$ cat src/rtl/core/sdfr_pkg.sv
package sdfr_pkg;

    // Build defaults
    localparam int LINE_MAX_DEFAULT    = 64;
    localparam int QUEUE_DEPTH_DEFAULT = 4;

    // Configuration port
    localparam int APB_ADDR_W = 5;
    localparam int APB_DATA_W = 64;

    typedef enum logic [1:0] {
        REG_SCALE   = 2'd0,
        REG_OFFSET  = 2'd1,
        REG_TIMEOUT = 2'd2
    } reg_index_t;

    localparam logic [15:0] TIMEOUT_RESET = 16'd1000;

    // Characters the parser cares about
    localparam logic [7:0] CH_NUL   = 8'h00;
    localparam logic [7:0] CH_HT    = 8'h09;
    localparam logic [7:0] CH_LF    = 8'h0A;
    localparam logic [7:0] CH_VT    = 8'h0B;
    localparam logic [7:0] CH_FF    = 8'h0C;
    localparam logic [7:0] CH_CR    = 8'h0D;
    localparam logic [7:0] CH_SPACE = 8'h20;
    localparam logic [7:0] CH_PLUS  = 8'h2B;
    localparam logic [7:0] CH_MINUS = 8'h2D;
    localparam logic [7:0] CH_ZERO  = 8'h30;
    localparam logic [7:0] CH_NINE  = 8'h39;

    // Magnitude cap: 2^31, enough for the most negative value
    localparam logic [31:0] MAG_CAP     = 32'h8000_0000;
    localparam logic [31:0] RAW_POS_MAX = 32'h7FFF_FFFF;

    // Input and result words
    typedef struct packed {
        logic       op;
        logic [7:0] rx_byte;
    } item_t;

    typedef struct packed {
        logic              reading_valid;
        logic signed [31:0] raw_value;
        logic signed [31:0] force_q16;
        logic              connected;
    } result_t;

    // Work handed from the front to the back
    typedef enum logic [1:0] {
        CMD_NONE    = 2'd0,
        CMD_TICK    = 2'd1,
        CMD_READING = 2'd2
    } cmd_kind_t;

    typedef struct packed {
        cmd_kind_t   kind;
        logic        negative;
        logic [31:0] magnitude;
    } cmd_t;

    // Calibration settings seen by the back end
    typedef struct packed {
        logic               scale_neg;
        logic [39:0]        scale_mag;
        logic signed [22:0] offset_q16;
        logic [15:0]        timeout_ms;
    } cfg_t;

endpackage

$ cat src/rtl/core/serial_decimal_force_reader_top.sv
// Serial decimal force reader.
// Input channel (item_valid/item_ready/item): each word is either a received
// UART byte (op = 0) or a one millisecond tick (op = 1). Bytes form lines that
// end at CR or LF; the line is parsed as a signed decimal on the fly.
// Output channel (result_valid/result_ready/result): exactly one word per input
// word, in order. reading_valid marks the word that closed a good line; raw_value
// and force_q16 hold the latest reading; connected is high while the tick count
// since that reading is below timeout_ms.
// APB port: scale_q40 at 0x00, offset_q16 at 0x08, timeout_ms at 0x10.
// Throughput: one word per cycle while result_ready does not stall the output.
// Path: front parse into the queue, multiply stage, round stage, then
// the output register with offset add and saturation.
// Reset clears the parser, held values and tick count, sets timeout_ms to 1000
// and scale and offset to 0; no clearing pass is needed.
// When the receiver stalls, the back pipeline freezes; the front keeps taking
// words into a QUEUE_DEPTH-deep queue and drops item_ready once it is full.
module serial_decimal_force_reader_top
    import sdfr_pkg::*;
#(
    parameter int LINE_MAX    = LINE_MAX_DEFAULT,
    parameter int QUEUE_DEPTH = QUEUE_DEPTH_DEFAULT
)
(
    input  logic                  clk,
    input  logic                  rst_n,
    input  logic                  item_valid,
    output logic                  item_ready,
    input  item_t                 item,
    output logic                  result_valid,
    input  logic                  result_ready,
    output result_t               result,
    input  logic                  psel,
    input  logic                  penable,
    input  logic                  pwrite,
    input  logic [APB_ADDR_W-1:0] paddr,
    input  logic [APB_DATA_W-1:0] pwdata,
    output logic [APB_DATA_W-1:0] prdata,
    output logic                  pready
);

    cfg_t cfg;
    cmd_t push_cmd;
    cmd_t pop_cmd;
    logic push;
    logic pop;
    logic q_empty;
    logic q_full;

    sdfr_regs u_regs (
        .clk     (clk),
        .rst_n   (rst_n),
        .psel    (psel),
        .penable (penable),
        .pwrite  (pwrite),
        .paddr   (paddr),
        .pwdata  (pwdata),
        .prdata  (prdata),
        .pready  (pready),
        .cfg     (cfg)
    );

    sdfr_front #(
        .LINE_MAX (LINE_MAX)
    ) u_front (
        .clk        (clk),
        .rst_n      (rst_n),
        .item_valid (item_valid),
        .item       (item),
        .item_ready (item_ready),
        .queue_full (q_full),
        .push       (push),
        .cmd        (push_cmd)
    );

    sdfr_queue #(
        .DEPTH (QUEUE_DEPTH)
    ) u_queue (
        .clk       (clk),
        .rst_n     (rst_n),
        .push      (push),
        .push_data (push_cmd),
        .pop       (pop),
        .pop_data  (pop_cmd),
        .empty     (q_empty),
        .full      (q_full)
    );

    sdfr_back u_back (
        .clk          (clk),
        .rst_n        (rst_n),
        .cfg          (cfg),
        .cmd_valid    (!q_empty),
        .cmd          (pop_cmd),
        .pop          (pop),
        .result_valid (result_valid),
        .result_ready (result_ready),
        .result       (result)
    );

endmodule

$ cat src/rtl/core/sdfr_regs.sv
module sdfr_regs
    import sdfr_pkg::*;
(
    input  logic                  clk,
    input  logic                  rst_n,
    input  logic                  psel,
    input  logic                  penable,
    input  logic                  pwrite,
    input  logic [APB_ADDR_W-1:0] paddr,
    input  logic [APB_DATA_W-1:0] pwdata,
    output logic [APB_DATA_W-1:0] prdata,
    output logic                  pready,
    output cfg_t                  cfg
);

    logic [39:0] scale_reg;
    logic [39:0] scale_mag_reg;
    logic [22:0] offset_reg;
    logic [15:0] timeout_reg;
    logic [39:0] scale_mag_next;
    logic        wr_en;
    logic [1:0]  index;

    assign pready = 1'b1;
    assign wr_en  = psel && penable && pwrite;
    assign index  = paddr[4:3];

    // Magnitude of the new scale word, kept beside it for the multiplier
    assign scale_mag_next = pwdata[39] ? (40'd0 - pwdata[39:0]) : pwdata[39:0];

    always_ff @(posedge clk or negedge rst_n)
    begin
        if (!rst_n)
        begin
            scale_reg     <= '0;
            scale_mag_reg <= '0;
            offset_reg    <= '0;
            timeout_reg   <= TIMEOUT_RESET;
        end
        else if (wr_en)
        begin
            case (index)
                REG_SCALE:
                begin
                    scale_reg     <= pwdata[39:0];
                    scale_mag_reg <= scale_mag_next;
                end
                REG_OFFSET:  offset_reg  <= pwdata[22:0];
                REG_TIMEOUT: timeout_reg <= pwdata[15:0];
                default:     ;
            endcase
        end
    end

    // Read back
    always_comb
    begin
        case (index)
            REG_SCALE:   prdata = {24'd0, scale_reg};
            REG_OFFSET:  prdata = {41'd0, offset_reg};
            REG_TIMEOUT: prdata = {48'd0, timeout_reg};
            default:     prdata = '0;
        endcase
    end

    assign cfg.scale_neg  = scale_reg[39];
    assign cfg.scale_mag  = scale_mag_reg;
    assign cfg.offset_q16 = $signed(offset_reg);
    assign cfg.timeout_ms = timeout_reg;

endmodule

$ cat src/rtl/core/sdfr_front.sv
module sdfr_front
    import sdfr_pkg::*;
#(
    parameter int LINE_MAX = LINE_MAX_DEFAULT
)
(
    input  logic  clk,
    input  logic  rst_n,
    input  logic  item_valid,
    input  item_t item,
    output logic  item_ready,
    input  logic  queue_full,
    output logic  push,
    output cmd_t  cmd
);

    localparam int CNT_W = $clog2(LINE_MAX);
    localparam logic [CNT_W-1:0] CNT_LAST = CNT_W'(LINE_MAX - 1);

    typedef enum logic [2:0] {
        PH_SKIP   = 3'd0,
        PH_SIGN   = 3'd1,
        PH_DIGITS = 3'd2,
        PH_DONE   = 3'd3,
        PH_FAIL   = 3'd4
    } phase_t;

    logic [CNT_W-1:0] count_reg, count_next;
    phase_t           phase_reg, phase_next;
    logic             neg_reg, neg_next;
    logic [31:0]      mag_reg, mag_next;

    logic [7:0]  ch;
    logic        is_digit;
    logic        is_blank;
    logic [35:0] mag_x10;
    logic [31:0] mag_acc;

    assign item_ready = !queue_full;
    assign push       = item_valid && !queue_full;
    assign ch         = item.rx_byte;

    // Digit accumulate with saturation at 2^31
    assign is_digit = (ch >= CH_ZERO) && (ch <= CH_NINE);
    assign is_blank = (ch == CH_SPACE) || (ch == CH_HT) || (ch == CH_VT) || (ch == CH_FF);
    assign mag_x10  = ({4'd0, mag_reg} << 3) + ({4'd0, mag_reg} << 1) + {32'd0, ch[3:0]};
    assign mag_acc  = (mag_x10 > {4'd0, MAG_CAP}) ? MAG_CAP : mag_x10[31:0];

    // Line and parse state
    always_comb
    begin
        count_next    = count_reg;
        phase_next    = phase_reg;
        neg_next      = neg_reg;
        mag_next      = mag_reg;
        cmd.kind      = CMD_NONE;
        cmd.negative  = neg_reg;
        cmd.magnitude = mag_reg;

        priority if (item.op)
        begin
            cmd.kind = CMD_TICK;
        end
        else if ((ch == CH_LF) || (ch == CH_CR))
        begin
            if (count_reg != '0)
            begin
                if ((phase_reg == PH_DIGITS) || (phase_reg == PH_DONE))
                    cmd.kind = CMD_READING;
                count_next = '0;
                phase_next = PH_SKIP;
                neg_next   = 1'b0;
                mag_next   = '0;
            end
        end
        else if (count_reg < CNT_LAST)
        begin
            count_next = count_reg + 1'b1;
            if (ch == CH_NUL)
            begin
                // NUL ends the parse
                if (phase_reg == PH_DIGITS)
                    phase_next = PH_DONE;
                else if (phase_reg != PH_DONE)
                    phase_next = PH_FAIL;
            end
            else if ((phase_reg == PH_SKIP) || (phase_reg == PH_SIGN) ||
                     (phase_reg == PH_DIGITS))
            begin
                priority if (is_digit)
                begin
                    mag_next   = mag_acc;
                    phase_next = PH_DIGITS;
                end
                else if (phase_reg == PH_DIGITS)
                    phase_next = PH_DONE;
                else if ((phase_reg == PH_SKIP) && is_blank)
                    phase_next = PH_SKIP;
                else if ((phase_reg == PH_SKIP) && ((ch == CH_PLUS) || (ch == CH_MINUS)))
                begin
                    neg_next   = (ch == CH_MINUS);
                    phase_next = PH_SIGN;
                end
                else
                    phase_next = PH_FAIL;
            end
        end
        else
        begin
            // overflowing byte: drop it and restart the line
            count_next = '0;
            phase_next = PH_SKIP;
            neg_next   = 1'b0;
            mag_next   = '0;
        end
    end

    always_ff @(posedge clk or negedge rst_n)
    begin
        if (!rst_n)
        begin
            count_reg <= '0;
            phase_reg <= PH_SKIP;
            neg_reg   <= 1'b0;
            mag_reg   <= '0;
        end
        else if (push)
        begin
            count_reg <= count_next;
            phase_reg <= phase_next;
            neg_reg   <= neg_next;
            mag_reg   <= mag_next;
        end
    end

endmodule

$ cat src/rtl/core/sdfr_queue.sv
module sdfr_queue
    import sdfr_pkg::*;
#(
    parameter int DEPTH = QUEUE_DEPTH_DEFAULT
)
(
    input  logic clk,
    input  logic rst_n,
    input  logic push,
    input  cmd_t push_data,
    input  logic pop,
    output cmd_t pop_data,
    output logic empty,
    output logic full
);

    localparam int PTR_W = (DEPTH > 1) ? $clog2(DEPTH) : 1;
    localparam int CNT_W = $clog2(DEPTH + 1);
    localparam logic [PTR_W-1:0] PTR_LAST = PTR_W'(DEPTH - 1);
    localparam logic [CNT_W-1:0] CNT_FULL = CNT_W'(DEPTH);

    cmd_t             mem [DEPTH];
    logic [PTR_W-1:0] wr_ptr_reg, rd_ptr_reg;
    logic [CNT_W-1:0] count_reg;
    logic             do_pop;

    assign empty    = (count_reg == '0);
    assign full     = (count_reg == CNT_FULL);
    assign do_pop   = pop && !empty;
    assign pop_data = mem[rd_ptr_reg];

    always_ff @(posedge clk)
    begin
        if (push)
            mem[wr_ptr_reg] <= push_data;
    end

    always_ff @(posedge clk or negedge rst_n)
    begin
        if (!rst_n)
        begin
            wr_ptr_reg <= '0;
            rd_ptr_reg <= '0;
            count_reg  <= '0;
        end
        else
        begin
            if (push)
                wr_ptr_reg <= (wr_ptr_reg == PTR_LAST) ? '0 : wr_ptr_reg + 1'b1;
            if (do_pop)
                rd_ptr_reg <= (rd_ptr_reg == PTR_LAST) ? '0 : rd_ptr_reg + 1'b1;
            if (push && !do_pop)
                count_reg <= count_reg + 1'b1;
            else if (do_pop && !push)
                count_reg <= count_reg - 1'b1;
        end
    end

endmodule

$ cat src/rtl/core/sdfr_back.sv
module sdfr_back
    import sdfr_pkg::*;
(
    input  logic    clk,
    input  logic    rst_n,
    input  cfg_t    cfg,
    input  logic    cmd_valid,
    input  cmd_t    cmd,
    output logic    pop,
    output logic    result_valid,
    input  logic    result_ready,
    output result_t result
);

    // Stage 1: partial products
    logic        s1_valid_reg;
    cmd_kind_t   s1_kind_reg;
    logic        s1_pneg_reg;
    logic [31:0] s1_raw_reg;
    logic [47:0] s1_hi_reg;
    logic [55:0] s1_lo_reg;

    // Stage 2: rounded, signed product
    logic               s2_valid_reg;
    cmd_kind_t          s2_kind_reg;
    logic [31:0]        s2_raw_reg;
    logic signed [48:0] s2_prod_reg;

    // Output stage and held values
    logic        out_valid_reg;
    logic        reading_valid_reg;
    logic        connected_reg;
    logic [31:0] raw_reg;
    logic [31:0] force_reg;
    logic [15:0] ticks_reg;

    logic               advance;
    logic [31:0]        mul_mag;
    logic [31:0]        raw_next;
    logic [56:0]        lo_round;
    logic [47:0]        q;
    logic signed [49:0] sum;
    logic [31:0]        force_next;
    logic [15:0]        ticks_next;

    // Whole pipeline moves when the output slot frees up
    assign advance = !out_valid_reg || result_ready;
    assign pop     = advance;

    // Positive counts clamp to 2^31-1; the clamped value also feeds the product
    assign mul_mag  = (!cmd.negative && (cmd.magnitude > RAW_POS_MAX)) ? RAW_POS_MAX
                    : cmd.magnitude;

    // Raw count clamped to the signed range
    assign raw_next = cmd.negative ? (32'd0 - cmd.magnitude) : mul_mag;

    // Round the low product to Q16.16, nearest with ties away from zero
    assign lo_round = {1'b0, s1_lo_reg} + 57'h80_0000;
    assign q        = s1_hi_reg + {15'd0, lo_round[56:24]};

    // Offset add and saturation
    assign sum = {s2_prod_reg[48], s2_prod_reg} +
                 {{27{cfg.offset_q16[22]}}, cfg.offset_q16};

    always_comb
    begin
        priority if (sum > 50'sd2147483647)
            force_next = 32'h7FFF_FFFF;
        else if (sum < -50'sd2147483648)
            force_next = 32'h8000_0000;
        else
            force_next = sum[31:0];
    end

    // Tick counter: cleared by a reading, saturating on ticks
    always_comb
    begin
        ticks_next = ticks_reg;
        unique case (s2_kind_reg)
            CMD_TICK:    ticks_next = (ticks_reg == 16'hFFFF) ? ticks_reg : ticks_reg + 1'b1;
            CMD_READING: ticks_next = '0;
            default:     ticks_next = ticks_reg;
        endcase
    end

    always_ff @(posedge clk or negedge rst_n)
    begin
        if (!rst_n)
        begin
            s1_valid_reg      <= 1'b0;
            s2_valid_reg      <= 1'b0;
            out_valid_reg     <= 1'b0;
            reading_valid_reg <= 1'b0;
            connected_reg     <= 1'b0;
            raw_reg           <= '0;
            force_reg         <= '0;
            ticks_reg         <= '0;
        end
        else if (advance)
        begin
            s1_valid_reg  <= cmd_valid;
            s2_valid_reg  <= s1_valid_reg;
            out_valid_reg <= s2_valid_reg;
            if (s2_valid_reg)
            begin
                reading_valid_reg <= (s2_kind_reg == CMD_READING);
                connected_reg     <= (ticks_next < cfg.timeout_ms);
                ticks_reg         <= ticks_next;
                if (s2_kind_reg == CMD_READING)
                begin
                    raw_reg   <= s2_raw_reg;
                    force_reg <= force_next;
                end
            end
        end
    end

    // Payload stages
    always_ff @(posedge clk)
    begin
        if (advance)
        begin
            s1_kind_reg <= cmd.kind;
            s1_pneg_reg <= cfg.scale_neg ^ cmd.negative;
            s1_raw_reg  <= raw_next;
            s1_hi_reg   <= {16'd0, mul_mag} * {32'd0, cfg.scale_mag[39:24]};
            s1_lo_reg   <= {24'd0, mul_mag} * {32'd0, cfg.scale_mag[23:0]};

            s2_kind_reg <= s1_kind_reg;
            s2_raw_reg  <= s1_raw_reg;
            s2_prod_reg <= s1_pneg_reg ? -$signed({1'b0, q}) : $signed({1'b0, q});
        end
    end

    assign result_valid         = out_valid_reg;
    assign result.reading_valid = reading_valid_reg;
    assign result.raw_value     = $signed(raw_reg);
    assign result.force_q16     = $signed(force_reg);
    assign result.connected     = connected_reg;

endmodule
$ cat config.mk
export PLATFORM = sky130hd
export DESIGN_NAME = serial_decimal_force_reader_top
export DESIGN_NICKNAME = d
export VERILOG_FILES = /design/src/rtl/core/sdfr_pkg.sv /design/src/rtl/core/serial_decimal_force_reader_top.sv /design/src/rtl/core/sdfr_regs.sv /design/src/rtl/core/sdfr_front.sv /design/src/rtl/core/sdfr_queue.sv /design/src/rtl/core/sdfr_back.sv
export SDC_FILE = /design/constraint.sdc
export NUM_CORES = 2
export LEC_CHECK = 0
export ABC_AREA = 1
export CAP_MARGIN = 40
export CORE_MARGIN = 4
export CORE_UTILIZATION = 54
export DETAILED_ROUTE_END_ITERATION = 8
export DONT_BUFFER_PORTS = 1
export GPL_ROUTABILITY_DRIVEN = 0
export GPL_TIMING_DRIVEN = 0
export PLACE_DENSITY = 0.76
export SLEW_MARGIN = 0
export SYNTH_ARGS = -nofsm -noshare
export SYNTH_HDL_FRONTEND = slang
export SYNTH_SLANG_ARGS = --single-unit
$ cat constraint.sdc
create_clock -name clk -period 8.3 [get_ports clk]
set_clock_uncertainty 0.05 [all_clocks]
set_input_delay 2.075 -clock clk [delete_from_list [all_inputs] [get_ports clk]]
set_output_delay 2.075 -clock clk [all_outputs]
set_load 0.005 [all_outputs]
Yosys cells after proc, flatten, opt, wreduce, memory -nomap -nowiden
Memories as Yosys holds them, arrays and structs flattened.
Index checks and enable logic that the tools add are counted.
{"block": "word_totals", "output_inout_bits": 133, "ram_bits": 140, "reg_bits": 475, "inputBits": 85, "n_memories": 1}
{"block": "classes", "order_cmp": 8, "n_addsub": 14, "n_bitwise": 2, "reduce_logical": 40, "mux": 49, "eq_ne": 30, "n_mul": 2}
{"name": "u_queue.mem", "depth": 4, "word_bits": 35, "read_ports": 1, "rd_clocked_by_memory_dff": 0, "wr": 1, "line": "sdfr_queue.sv:22", "text": "cmd_t mem [DEPTH];"}
{"op": "2-to-1 mux 32 bit", "count": 11}
{"op": "one-hot mux 40 bit (3 select lines)", "count": 1}
{"op": "adder 56 x 24 -> 57 bit (second input constant)", "count": 1}
{"op": "multiplier 32 x 24 -> 56 bit", "count": 1}
{"op": "adder 49 x 23 -> 50 bit", "count": 1}
{"op": "greater-than comparator 50 x 32 -> 1 bit (second input constant)", "count": 1}
{"op": "< comparator 50 x 32 -> 1 bit (second input constant)", "count": 1}
{"op": "negator 48 -> 49 bit", "count": 1}
{"op": "adder 48 x 33 -> 48 bit", "count": 1}
{"op": "multiplier 32 x 16 -> 48 bit", "count": 1}
{"op": "2-to-1 mux 48 bit", "count": 1}
{"op": "== test 8 x 4 -> 1 bit (second input constant)", "count": 5}
{"op": "2-to-1 mux 40 bit", "count": 1}
{"op": "subtractor 1 x 40 -> 40 bit (first input constant)", "count": 1}
{"op": "2-to-1 mux 3 bit", "count": 13}
{"op": "adder 35 x 33 -> 36 bit", "count": 1}
{"op": "adder 36 x 4 -> 36 bit", "count": 1}
{"op": "greater-than comparator 36 x 32 -> 1 bit (second input constant)", "count": 1}
{"op": "greater-than comparator 32 x 31 -> 1 bit (second input constant)", "count": 1}
{"op": "one-hot mux 16 bit (2 select lines)", "count": 1}
{"op": "subtractor 1 x 32 -> 32 bit (first input constant)", "count": 1}
{"op": "== test 8 x 6 -> 1 bit (second input constant)", "count": 3}
{"op": "2-to-1 mux 6 bit", "count": 3}
{"op": "inequality test 3 x 2 -> 1 bit (second input constant)", "count": 6}
{"op": "38 further kinds", "count": 86}

Depth between registers and ports, before layout
{"block": "logic_depth", "depth_word": 12, "mapped_depth": 40}

Modules after synthesis
From an unflattened synthesis, not the netlist that was laid out.
{"block": "hier_totals", "cells_unflattened": 10190, "hier_area_um2": 78301.3}
{"module": "sdfr_back", "area_per_inst_um2": 60809.6, "cells_per_inst": 8030, "n_inst": 1, "seq_area_each_um2": 8102.8}
{"module": "sdfr_regs", "area_per_inst_um2": 6113.4, "cells_per_inst": 817, "n_inst": 1, "seq_area_each_um2": 2960.3}
{"module": "sdfr_queue", "area_per_inst_um2": 5993.2, "cells_per_inst": 464, "n_inst": 1, "seq_area_each_um2": 4379.2}
{"module": "sdfr_front", "area_per_inst_um2": 5381.4, "cells_per_inst": 878, "n_inst": 1, "seq_area_each_um2": 1051.0}
{"module": "serial_decimal_force_reader_top", "area_per_inst_um2": 3.8, "cells_per_inst": 1, "n_inst": 1, "seq_area_each_um2": 0.0}

Worst setup path before layout
Ideal clock, no wire load.
{"block": "synth_timing", "path_type": "flip-flop to flip-flop", "startpoint": "reg u_queue.rd_ptr_reg[0]", "endpoint": "reg u_back.s1_lo_reg[52] (data pin)", "setup_ns": 0.253, "setup_slack_ns": 0.657, "t_arrival_ns": 7.340, "synth_period_minus_slack_ns": 7.643, "t_required_ns": 7.997, "stages_incl_launch_ff": 34, "cell_sequence": "dfrtp_1 buf_6 inv_4 buf_6 buf_2 buf_2 nand2_1 a32oi_1 nor2_1 clkinv_1 clkbuf_1 nand2_1 fa_1 inv_1 fa_1 inv_1 fa_1 inv_1 fa_1 fa_1 fa_1 inv_1 fa_1 inv_1 ha_1 a21oi_1 o21a_1 inv_1 a21oi_1 inv_1 a2111oi_0 nand2_1 nand2_1 nand2_1"}
{"block": "synth_via", "elab_chain_len": 5, "word_cells_on_any_way": 6, "classes_between": "mul: 1; order compare: 1; mux: 1; reduce/logical: 2; memory: 1"}
{"element": "start: declaration", "line": "sdfr_queue.sv:23", "text": "logic [PTR_W-1:0] wr_ptr_reg, rd_ptr_reg;"}
{"element": "start signal: assignment", "line": "sdfr_queue.sv:51", "text": "rd_ptr_reg <= (rd_ptr_reg == PTR_LAST) ? '0 : rd_ptr_reg + 1'b1;"}
{"element": "memory (4 x 35 bit) *"}
{"element": "greater-than comparator 32 x 31 -> 1 bit or logical NOT 1 bit (tied branches)", "line": "sdfr_back.sv:51", "text": "assign mul_mag = (!cmd.negative && (cmd.magnitude > RAW_POS_MAX)) ? RAW_POS_MAX"}
{"element": "logical AND 1 bit", "line": "sdfr_back.sv:51"}
{"element": "2-to-1 mux 32 bit *", "line": "sdfr_back.sv:51"}
{"element": "multiplier 32 x 24 -> 56 bit *", "line": "sdfr_back.sv:127", "text": "s1_lo_reg <= {24'd0, mul_mag} * {32'd0, cfg.scale_mag[23:0]};"}
{"element": "end signal: assignment", "line": "sdfr_back.sv:127"}
{"element": "end: declaration", "line": "sdfr_back.sv:21", "text": "logic [55:0] s1_lo_reg;"}
Mark *: on every way between the ends. The rest lies on a longest branch, timed or not.
A chain may end at the register's enable or synchronous reset.

Final worst setup path
{"block": "layout_timing", "startpoint": "reg u_queue.rd_ptr_reg[0]", "endpoint": "reg u_back.s1_lo_reg[51] (data pin)"}
The elaborated chain is that of the path after synthesis.

==> results.ini <==
[outcome]
status=complete, but fails checks
violations=DRC

[die]
start_util_pct=54.4
rows=139
ios=218
die_h_um=389
core_area_um2=144000
dieWidth_um=389
die_area_um2=151000

[synthesis]
synth-edff-count=339
postSynthAreaPerCell_um2=7.71
netlist_instances=10100
synth_cell_type_count=76
synth_area_um2=78200
synthTopCellsByCount=2666 x nand2_1, 2162 x inv_1, 1156 x nor2_1
ys_ff_latch=591
yosysMostFrequentCell=nand2_1
synth_top_area_share_pct=27.6
synth_area_leaders=fa_1 28%, edfxtp_1 13%, nand2_1 13%
ys_warn_count=0
async_reset_ff_share_pct=42.6
synthFlopType=edfxtp_1
ys_seq_area_share_pct=21.1
synth_area_leader_cell=fa_1

[min_path]
hp-class=reg2reg

[global_routing]
antenna_found_initial=16
grt_pass1_wl_mm=410
grt_start_max_net_pins=253
grt_use_total_pct=35.6
grt_pass1_vias=70700
grt-ovfl-total=0

[critical_path]
crit_required_ns=8.65
cp-end-kind=flip-flop
crit_top_cell=fa_1
critPathLaunchType=flip-flop
path_max_fanout=10
slowest_stage=fa_1
critPathMaxStageDelay_ns=0.58
arrival_ns=8.64
critPathKind=reg2reg

[timing]
hold_viol=0
finalMaxSlewViolations=0
holdWs_ns=0.368
slew_headroom_pct=25.8
min_period_ns=8.29
fin_crit_sh_pct=99.8
clock.fmax_ghz=0.121
setup_viol=0
tightest_slew_ns=1.11

[clocking]
cts_tree=built
path_clk_slew_ns=0.06
cts-hold-fix-buffers=0
clockRootBuffer=clkbuf_16
clk_path_buf_depth=3
clk_latency_ns=0.70
cts-htree-levels=3
cts_sinks=591
cts_buffers=67

[routing]
drt_wl_total_mm=274
drc_errors=79
ant_nets=0
vias=71300
wire_per_inst_um=22.2
routed_via_density=5.78
first_pass_iters=9
drtIter0Drc=9309

[placement]
port_buffers=0
dp_cells=12100
dp_hpwl_mm=221

[finish]
instances_no_fill=12300
syn2layout_area_growth_pct=10.3
drive_gt1_share_pct=7.55
largest_reg_flops=140
fillCellCount=12000
nNetsFinal=12000

[flow_run]
cap_violations=0

through the flow:
stage | instance area, um^2 | worst slack, ns | util, % | setup TNS [ns]
global placement | 80700 | -1.74 | 56.1 | -66.32
CTS | 84500 | -0.0213 | 58.8 | -0.0213
floorplan | 78300 | 0.657 | - | 0
detailed placement | 81200 | -1.41 | 56.5 | -37.74
finish | 86300 | 0.0150 | 60.0 | 0
global route | 86300 | -0.185 | 60.0 | -1.47
routing by layer:
metal | wire length [um] | vias to the layer above | track usage [%]
met3 | 40000 | 1419 | 13.2
met2 | 117000 | 5095 | 54.1
met5 | 24 | - | 0
met1 | 92000 | 33700 | 42.4
li1 | - | 31100 | -
met4 | 24600 | 4 | 23.8
cell families after synthesis:
| group | after synthesis | share of synthesized area [%] |
|---|---|---|
| adder cells (fa/ha/maj) | 1553 | 35.2 |
| other | 2 | 0.00960 |
| AND/OR/NAND/NOR | 4403 | 22.7 |
| buffers and inverters | 2539 | 12.5 |
| multiplexers | 5 | 0.0704 |
| flip-flops | 591 | 21.1 |
| AO/OA/AOI/OAI | 868 | 6.35 |
| XOR/XNOR | 188 | 2.11 |
placed cells by master, fill, tap and decap left out, types with 134 or more instances in the layout:
master	n
edfxtp_1	339
ha_1	449
nor2_1	1117
fa_1	1064
nand2_1	2650
buf_4	147
o21ai_0	322
nand3_1	235
clkbuf_1	168
xor2_1	134
a21oi_1	262
inv_1	2141
dfrtp_1	246
worst max-delay path: cells and delay by family, from the launching register on:
family          cells  cell delay [ns]
simple gates       10             1.56
buf+inv            12             1.68
fa+ha+maj           8             4.00
compound gates      1             0.32
flops               1             0.37
path summary, 6_finish.rpt:
| kind | from | endpoint | slack (ns) | cells past startpoint |
|---|---|---|---|---|
| worst max-delay path | u_queue.rd_ptr_reg[0] | u_back.s1_lo_reg[51] | 0.01 | 31 |
| worst min-delay path | u_back.s1_raw_reg[21] | u_back.s2_raw_reg[21] | 0.37 | 0 |
| worst max register to register | u_queue.rd_ptr_reg[0] | u_back.s1_lo_reg[51] | 0.01 | 31 |
| worst min register to register | u_back.s1_raw_reg[21] | u_back.s2_raw_reg[21] | 0.37 | 0 |
| max in group asynchronous | rst_n | u_regs.scale_mag_reg[30] | 6.39 | 0 |
| min in group asynchronous | rst_n | u_front.count_reg[2] | 1.06 | 0 |
what timing repair did:
action | CTS | global route
setup buffers | 13 | 81
cloned | 0 | 3
endpoints found under the setup margin | 56 | 47
pin swaps | 9 | 70
gates resized for setup | 277 | 312
final cells by class:
type	count	area (um^2)	area share, %
repair buffers	132	1300	1.50
diodes	16	40.0	0.0464
inverters	2203	8390	9.72
repair inverters	2	10.0	0.0116
multi-input cells	7042	53300	61.8
well taps	1903	2380	2.76
flip-flops and latches	591	16500	19.1
clock inverters	41	495	0.574
plain buffers	325	2080	2.41
clock buffers	83	1800	2.08
Power is left out: the tool's default activity adds up to more than one toggle a clock period on the data nets, which glitch-free logic cannot reach.
